`config.mk`:
```
export PLATFORM = sky130hd
export DESIGN_NAME = cascade_uid_assembler
export DESIGN_NICKNAME = d
export VERILOG_FILES = /design/src/rtl/core/cua_pkg.sv /design/src/rtl/core/cascade_uid_assembler.sv /design/src/rtl/core/cua_step.sv
export SDC_FILE = /design/constraint.sdc
export NUM_CORES = 1
export LEC_CHECK = 0
export ABC_AREA = 1
export BUFFER_PORTS_ARGS = -buffer_cell sky130_fd_sc_hd__buf_2
export CELL_PAD_IN_SITES_DETAIL_PLACEMENT = 2
export CELL_PAD_IN_SITES_GLOBAL_PLACEMENT = 2
export CORE_MARGIN = 8
export CORE_UTILIZATION = 38
export DETAILED_ROUTE_END_ITERATION = 10
export PLACE_DENSITY = 0.95
export SLEW_MARGIN = 40
export SYNTH_ARGS = -nofsm -noshare
export SYNTH_HDL_FRONTEND = slang
export SYNTH_HIERARCHICAL = 1
export SYNTH_SLANG_ARGS = --single-unit
```
`constraint.sdc`:
```
create_clock -name clk -period 11.54 [get_ports clk]
set_input_delay 2.308 -clock clk [delete_from_list [all_inputs] [get_ports clk]]
set_output_delay 2.308 -clock clk [all_outputs]
set_load 0.03 [all_outputs]
```
`src/rtl/core/cua_pkg.sv`:
```
// ----------------------------------------------------------------------------
// cua_pkg
// Shared types, codes and constants of the cascade UID assembler.
// ----------------------------------------------------------------------------
package cua_pkg;

  localparam logic [7:0] CASCADE_TAG = 8'h88;
  localparam logic [7:0] SAK_MORE    = 8'h04;
  localparam logic [7:0] SAK_MASK    = 8'h7F;

  localparam logic [7:0] SAK_INCOMPLETE = 8'h04;
  localparam logic [7:0] SAK_MINI       = 8'h09;
  localparam logic [7:0] SAK_CLASSIC1K  = 8'h08;
  localparam logic [7:0] SAK_CLASSIC4K  = 8'h18;
  localparam logic [7:0] SAK_ULTRALIGHT = 8'h00;
  localparam logic [7:0] SAK_PLUS_A     = 8'h10;
  localparam logic [7:0] SAK_PLUS_B     = 8'h11;
  localparam logic [7:0] SAK_ISO14443_4 = 8'h20;
  localparam logic [7:0] SAK_ISO18092   = 8'h40;

  localparam logic [1:0] LEVEL_NONE  = 2'd0;
  localparam logic [1:0] LEVEL_ONE   = 2'd1;
  localparam logic [1:0] LEVEL_TWO   = 2'd2;
  localparam logic [1:0] LEVEL_THREE = 2'd3;

  localparam logic [3:0] SIZE_NONE   = 4'd0;
  localparam logic [3:0] SIZE_SINGLE = 4'd4;
  localparam logic [3:0] SIZE_DOUBLE = 4'd7;
  localparam logic [3:0] SIZE_TRIPLE = 4'd10;

  localparam int UID_BYTES = 10;

  typedef enum logic [2:0] {
    ST_DONE    = 3'd0,
    ST_NEXT    = 3'd1,
    ST_TIMEOUT = 3'd2,
    ST_RF      = 3'd3,
    ST_BAD_UID = 3'd4,
    ST_BCC     = 3'd5
  } status_t;

  typedef enum logic [1:0] {
    XR_OK      = 2'd0,
    XR_TIMEOUT = 2'd1,
    XR_RF      = 2'd2,
    XR_OTHER   = 2'd3
  } xfer_result_t;

  typedef enum logic [3:0] {
    KIND_UNKNOWN    = 4'd0,
    KIND_INCOMPLETE = 4'd1,
    KIND_MINI       = 4'd2,
    KIND_CLASSIC1K  = 4'd3,
    KIND_CLASSIC4K  = 4'd4,
    KIND_ULTRALIGHT = 4'd5,
    KIND_PLUS       = 4'd6,
    KIND_ISO14443_4 = 4'd7,
    KIND_ISO18092   = 4'd8
  } kind_t;

  typedef logic [UID_BYTES-1:0][7:0] uid_t;

  typedef struct packed {
    logic         new_card;
    logic [15:0]  atqa;
    logic [3:0][7:0] frame;
    logic [7:0]   bcc;
    logic [7:0]   sak;
    xfer_result_t anticoll;
    xfer_result_t sel;
  } item_t;

  typedef struct packed {
    logic [1:0]  level;
    uid_t        uid;
    logic [15:0] atqa;
    logic [7:0]  sak;
  } state_t;

  typedef struct packed {
    status_t     status;
    logic [1:0]  next_level;
    logic [3:0]  size;
    uid_t        uid;
    logic [7:0]  sak;
    logic [15:0] atqa;
    kind_t       kind;
  } result_t;

  function automatic kind_t kind_of(input logic [7:0] sak);
    kind_t k;
    case (sak & SAK_MASK)
      SAK_INCOMPLETE:         k = KIND_INCOMPLETE;
      SAK_MINI:               k = KIND_MINI;
      SAK_CLASSIC1K:          k = KIND_CLASSIC1K;
      SAK_CLASSIC4K:          k = KIND_CLASSIC4K;
      SAK_ULTRALIGHT:         k = KIND_ULTRALIGHT;
      SAK_PLUS_A, SAK_PLUS_B: k = KIND_PLUS;
      SAK_ISO14443_4:         k = KIND_ISO14443_4;
      SAK_ISO18092:           k = KIND_ISO18092;
      default:                k = KIND_UNKNOWN;
    endcase
    return k;
  endfunction

  function automatic status_t fail_status(input xfer_result_t code);
    status_t s;
    case (code)
      XR_TIMEOUT: s = ST_TIMEOUT;
      XR_RF:      s = ST_RF;
      default:    s = ST_BAD_UID;
    endcase
    return s;
  endfunction

endpackage

```
`src/rtl/core/cascade_uid_assembler.sv`:
```
// ----------------------------------------------------------------------------
// cascade_uid_assembler
// Assembles a 4, 7 or 10 byte card UID from up to three cascade level words.
//
// Usage:
//   Input channel (in_valid/in_ready) carries one cascade level per word:
//   the four anticollision bytes, BCC, SAK, the ATQA bytes and the outcome
//   codes of the anticollision and select exchanges. new_card restarts at
//   level one. Output channel (out_valid/out_ready) returns one result word
//   per input word: status, next level, UID size, UID store, SAK, ATQA and
//   card kind.
//   Path: an accepted word goes to the input register, then its result to the
//   result register, from which out_ready takes it.
//   Throughput: one word per cycle while the result side does not stall; the
//   card state is updated at the same edge that loads the result register.
//   Reset: level one, UID store, ATQA and SAK cleared, both registers empty.
//   Stall: a held result keeps its word; the input register still takes one
//   more word, then in_ready drops until out_ready frees the result register.
// ----------------------------------------------------------------------------
module cascade_uid_assembler (
  input  logic        clk,
  input  logic        rst,
  input  logic        in_valid,
  output logic        in_ready,
  input  logic        new_card,
  input  logic [7:0]  answer_to_request_lo,
  input  logic [7:0]  answer_to_request_hi,
  input  logic [7:0]  frame_byte_0,
  input  logic [7:0]  frame_byte_1,
  input  logic [7:0]  frame_byte_2,
  input  logic [7:0]  frame_byte_3,
  input  logic [7:0]  check_byte,
  input  logic [7:0]  select_answer,
  input  logic [1:0]  anticoll_result,
  input  logic [1:0]  select_result,
  output logic        out_valid,
  input  logic        out_ready,
  output logic [2:0]  status,
  output logic [1:0]  next_level,
  output logic [3:0]  uid_length,
  output logic [63:0] uid_low_bytes,
  output logic [15:0] uid_high_bytes,
  output logic [7:0]  final_select_answer,
  output logic [15:0] answer_to_request,
  output logic [3:0]  card_kind
);

  cua_pkg::item_t   item_in;
  cua_pkg::item_t   item_q;
  logic             item_valid;
  cua_pkg::state_t  card;
  cua_pkg::state_t  card_next;
  cua_pkg::result_t res_next;
  cua_pkg::result_t res_q;
  logic             res_valid;
  logic             advance;

  assign item_in.new_card = new_card;
  assign item_in.atqa     = {answer_to_request_hi, answer_to_request_lo};
  assign item_in.frame    = {frame_byte_3, frame_byte_2, frame_byte_1, frame_byte_0};
  assign item_in.bcc      = check_byte;
  assign item_in.sak      = select_answer;
  assign item_in.anticoll = cua_pkg::xfer_result_t'(anticoll_result);
  assign item_in.sel      = cua_pkg::xfer_result_t'(select_result);

  assign advance  = item_valid && (!res_valid || out_ready);
  assign in_ready = !item_valid || advance;

  always_ff @(posedge clk) begin
    if (rst) begin
      item_valid <= 1'b0;
    end else if (in_ready) begin
      item_valid <= in_valid;
    end
  end

  always_ff @(posedge clk) begin
    if (in_valid && in_ready) begin
      item_q <= item_in;
    end
  end

  cua_step u_step (
    .item (item_q),
    .cur  (card),
    .nxt  (card_next),
    .res  (res_next)
  );

  always_ff @(posedge clk) begin
    if (rst) begin
      card.level <= cua_pkg::LEVEL_ONE;
      card.uid   <= '0;
      card.atqa  <= 16'h0000;
      card.sak   <= 8'h00;
    end else if (advance) begin
      card <= card_next;
    end
  end

  always_ff @(posedge clk) begin
    if (rst) begin
      res_valid <= 1'b0;
    end else if (!res_valid || out_ready) begin
      res_valid <= item_valid;
    end
  end

  always_ff @(posedge clk) begin
    if (advance) begin
      res_q <= res_next;
    end
  end

  assign out_valid           = res_valid;
  assign status              = res_q.status;
  assign next_level          = res_q.next_level;
  assign uid_length          = res_q.size;
  assign uid_low_bytes       = res_q.uid[7:0];
  assign uid_high_bytes      = res_q.uid[9:8];
  assign final_select_answer = res_q.sak;
  assign answer_to_request   = res_q.atqa;
  assign card_kind           = res_q.kind;

  a_size_done: assert property (@(posedge clk) disable iff (rst)
    out_valid && (status == cua_pkg::ST_DONE) |->
      (uid_length == cua_pkg::SIZE_SINGLE) || (uid_length == cua_pkg::SIZE_DOUBLE) ||
      (uid_length == cua_pkg::SIZE_TRIPLE))
    else $error("complete result without a valid UID size");

  a_size_fail: assert property (@(posedge clk) disable iff (rst)
    out_valid && (status != cua_pkg::ST_DONE) |-> uid_length == cua_pkg::SIZE_NONE)
    else $error("incomplete result with nonzero UID size");

  a_level_reset: assert property (@(posedge clk) disable iff (rst)
    out_valid && (status != cua_pkg::ST_NEXT) |-> next_level == cua_pkg::LEVEL_ONE)
    else $error("level not returned to one");

  a_level_valid: assert property (@(posedge clk) disable iff (rst)
    card.level != cua_pkg::LEVEL_NONE)
    else $error("cascade level zero");

  a_empty_ready: assert property (@(posedge clk) disable iff (rst)
    !out_valid |-> in_ready)
    else $error("input stalled with empty result register");

endmodule

```
`src/rtl/core/cua_step.sv`:
```
// ----------------------------------------------------------------------------
// cua_step
// Combinational handling of one cascade level word: BCC and result checks,
// cascade decision, UID store update and result formation.
// ----------------------------------------------------------------------------
module cua_step (
  input  cua_pkg::item_t   item,
  input  cua_pkg::state_t  cur,
  output cua_pkg::state_t  nxt,
  output cua_pkg::result_t res
);

  logic              start;
  logic [1:0]        lvl;
  logic              more;
  logic              tag;
  logic              bcc_ok;
  cua_pkg::status_t  st;
  logic [3:0]        size;
  cua_pkg::state_t   s;

  assign start  = item.new_card || (cur.level == cua_pkg::LEVEL_ONE) ||
                  (cur.level == cua_pkg::LEVEL_NONE);
  assign lvl    = start ? cua_pkg::LEVEL_ONE : cur.level;
  assign more   = (item.sak & cua_pkg::SAK_MORE) != 8'h00;
  assign tag    = item.frame[0] == cua_pkg::CASCADE_TAG;
  assign bcc_ok = (item.frame[0] ^ item.frame[1] ^ item.frame[2] ^ item.frame[3])
                  == item.bcc;

  always_comb begin
    s       = cur;
    st      = cua_pkg::ST_DONE;
    size    = cua_pkg::SIZE_NONE;
    if (start) begin
      s.uid  = '0;
      s.sak  = 8'h00;
      s.atqa = item.atqa;
    end
    if (item.anticoll != cua_pkg::XR_OK) begin
      st = cua_pkg::fail_status(item.anticoll);
    end else if (!bcc_ok) begin
      st = cua_pkg::ST_BCC;
    end else if (item.sel != cua_pkg::XR_OK) begin
      st = cua_pkg::fail_status(item.sel);
    end else begin
      s.sak = item.sak;
      case (lvl)
        cua_pkg::LEVEL_ONE: begin
          if (tag || more) begin
            if (!tag) begin
              st = cua_pkg::ST_BAD_UID;
            end else begin
              s.uid[0] = item.frame[1];
              s.uid[1] = item.frame[2];
              s.uid[2] = item.frame[3];
              st       = cua_pkg::ST_NEXT;
            end
          end else begin
            s.uid[3:0] = item.frame;
            size       = cua_pkg::SIZE_SINGLE;
          end
        end
        cua_pkg::LEVEL_TWO: begin
          if (more) begin
            if (!tag) begin
              st = cua_pkg::ST_BAD_UID;
            end else begin
              s.uid[3] = item.frame[1];
              s.uid[4] = item.frame[2];
              s.uid[5] = item.frame[3];
              st       = cua_pkg::ST_NEXT;
            end
          end else begin
            s.uid[6:3] = item.frame;
            size       = cua_pkg::SIZE_DOUBLE;
          end
        end
        default: begin
          if (more) begin
            st = cua_pkg::ST_BAD_UID;
          end else begin
            s.uid[9:6] = item.frame;
            size       = cua_pkg::SIZE_TRIPLE;
          end
        end
      endcase
    end
    s.level = (st == cua_pkg::ST_NEXT) ? lvl + 2'd1 : cua_pkg::LEVEL_ONE;
  end

  assign nxt            = s;
  assign res.status     = st;
  assign res.next_level = s.level;
  assign res.size       = size;
  assign res.uid        = s.uid;
  assign res.sak        = s.sak;
  assign res.atqa       = s.atqa;
  assign res.kind       = cua_pkg::kind_of(s.sak);

endmodule

```
==> out/qor.txt <==
Status -> finished clean
Clock root buffer -> clkbuf_16
First-pass GRT wire length -> 84600 um
Sequential power share -> 44.8%
Post-CTS Hold Fix Bufs -> 0
Worst Tran Pin Value -> 837 ps
Final core utilization -> 42.8%
Final TNS setup -> 0 ps
Worst path slowest cell -> buf_2
Combinational fraction of design power -> 10.2%
Yosys warnings -> 6
#FFs+latches synth -> 294
Cts bufs inserted -> 36
Via count -> 12.7k
Post-synth net total -> 1836
Most used cell along the critical path -> buf_2
Core Area -> 0.0386 sq mm
Seq/Total Area, Yosys -> 52.4%
Initial DRT Pass Iterations -> 5
Final nets -> 1865
CP Class -> primary input to output port
Netlist cell types -> 40
Sw Pwr -> 0.728 mW
CP Data Arrival Time -> 2870 ps
Max-Cap Viols -> 0
Worst setup SP type -> primary input
Mapped Cells -> 1757
Area of the multi-input gates -> 0.00499 sq mm
Post-CTS resize count -> 0
Final hold viol count -> 0
Final Max Slew Viols -> 0
CP cell instances -> buf_2 -> inv_2 -> nand3_1 -> buf_2
Clock period minus worst slack -> 5170 ps
Post-Synthesis Cell Area -> 0.0148 sq mm
Pint -> 1.99 mW
Switching Fraction -> 26.8%
GRT overflow -> 0
Num ports -> 192
Residual DRC count -> 0
Final HPWL DP -> 36500 um
Worst Skew -> 27.4 ps
Placer Congestion -> 0.852
Placed insts -> 2265
Routed Wire Length -> 55500 um
Initial antenna violation count -> 6
Crit path buf inv count -> 3
Post-synth EDFFs -> 186
Clock latency on the worst-skew pair -> 570 ps
DR WL/cell -> 23.8 um
Fill cells -> 4280
CTS tree -> built
Synthesized area per cell -> 8.42 sq um
H-tree depth -> 2
Crit. End Element -> output port
Non-Filler Instances -> 2333
DIE AREA -> 0.0455 sq mm
Std-Cell Rows -> 72
Starting Density -> 38.4%
Largest net degree at the start of global routing -> 116
Die height -> 213 um
Clock transition at path regs -> 50 ps
Die X -> 213 um
Max clock buf depth -> 3
Final setup fails -> 0
Cell family with most CP delay -> buffers and inverters
Vias per cell -> 5.44
Setup Buffers After CTS -> 0
PD cells -> 165 mW/mm^2
Unrepaired setup endpoints after global routing -> false
CP Data Required Time -> 9230 ps
P_leak -> 6.70 nW
Max Fclk -> 193 MHz
CTS sink cnt -> 294
Max VDD drop -> 0.000114 V
Critical Path Max Stage Delay -> 220 ps
Share of cells above drive strength 1 -> 16.2%
Synth-to-layout area growth -> 11.5%
Clock share of power -> 44.9%
Relative slew margins -> 44.2%
Ys flop type -> edfxtp_1
Critical path peak fanout -> 3
Total track usage -> 24.2%
Antenna Nets Post-Route -> 0
Final worst path period share -> 44.8%
Async SR Flop Fraction -> 0%
Number of global-route vias before repair -> 14.2k
Reg area -> 0.00775 sq mm
Worst slack, placed -> 6370 ps
Setup ws final -> 6370 ps
PortBufs -> 191
First DRT Iteration DRCs -> 845
Hold Path Class -> flip-flop to flip-flop
==> final cells by class <==
type / instances / share of cell area [%]
Antenna cell: 1 / 0.0152
Timing Repair Buffer: 204 / 6.65
Tap cell: 518 / 3.93
Clock inverter: 20 / 1.55
Sequential cell: 294 / 47.0
Multi-Input combinational cell: 1050 / 30.2
Clock buffer: 46 / 6.12
Inverter: 200 / 4.57
==> worst min-delay path: stages, from the launching register on <==
cell     delay [ps]
dfxtp_1         330
a21oi_1          50
nor2_1           80
==> placed cells by master, fill, tap and decap left out, drive strengths merged, types with 4 or more instances in the layout <==
cell,count
clkinv,18
nand4,4
edfxtp,186
nor4,11
inv,197
nand3b,5
o221ai,6
a21oi,134
nand2,371
clkbuf,47
xnor2,4
nor2,140
a31oi,13
dfxtp,108
nor3,8
nand3,175
o21ai,112
buf,203
bufinv,5
xor2,5
ha,6
a22oi,9
o22ai,26
o21a,9
o211ai,8
==> metrics by stage <==
stage	hold slack, ps	power (mW)	instance area, sq um
floorplan	430	1.42	14800
global placement	448	1.49	15200
detailed placement	474	1.51	15200
CTS	488	2.75	16500
global route	517	2.81	16500
finish	488	2.72	16500
==> worst paths after layout <==
check	start	endpoint	slack, ps	cells after the start
min reg2reg	card[89]	card[89]	490	2
max	out_ready	in_ready	6370	4
min	card[89]	card[89]	490	2
max reg2reg	item_q[68]	card[64]	6640	15
==> cell families after synthesis <==
kind of cell	after synthesis	synth area share, %
AOI/OAI and AO/OA	321	11.9
xor gates and xnor gates	9	0.533
adders and majority gates	6	0.507
buffers and inverters	413	14.1
DFF	294	52.4
and+or+nand+nor	714	20.6
==> synthesized netlist by cell type, drive strengths merged, types with 4 or more instances <==
master,instances,area share [%]
a21oi,134,4.5
a22oi,9,0.46
a31oi,13,0.55
buf,175,8.1
clkbuf,38,0.96
dfxtp,108,15
edfxtp,186,38
ha,6,0.51
inv,197,5.0
nand2,371,9.5
nand3,175,6.0
nand3b,5,0.30
nand4,4,0.27
nor2,140,3.8
nor3,8,0.27
nor4,11,0.47
o211ai,8,0.41
o21a,9,0.46
o21ai,112,3.8
o221ai,6,0.36
o22ai,26,1.1
xnor2,4,0.24
xor2,5,0.30
==> state kept, by name, summed over array words and instances (netlist names) <==
signal,cells
item_q,69
next_level,2
answer_to_request,16
card_kind,4
out_valid,1
uid_high_bytes,16
status,3
uid_low_bytes,64
item_valid,1
final_select_answer,8
uid_length,4
card,106
==> power by group through the flow <==
| stage | combinational (mW) | clock, mW | sequential (mW) |
|---|---|---|---|
| 5_1_grt | 0.304 | 1.29 | 1.22 |
| 3_3_place_gp | 0.252 | 0 | 1.24 |
| 3_5_place_dp | 0.273 | 0 | 1.24 |
| 4_1_cts | 0.279 | 1.25 | 1.22 |
| 2_1_floorplan | 0.157 | 0 | 1.26 |
| 6_report | 0.278 | 1.22 | 1.22 |
==> per-layer routing <==
metal  vias to the layer above  track usage (%)  wire (um)
met5                         -                0         57
met4                         8             9.52       1970
met3                       116             4.56       3220
met2                       400             44.1      28800
met1                      6387             27.8      21500
li1                       5779                -          -
No activity file was read; power rests on OpenSTA's default activity.
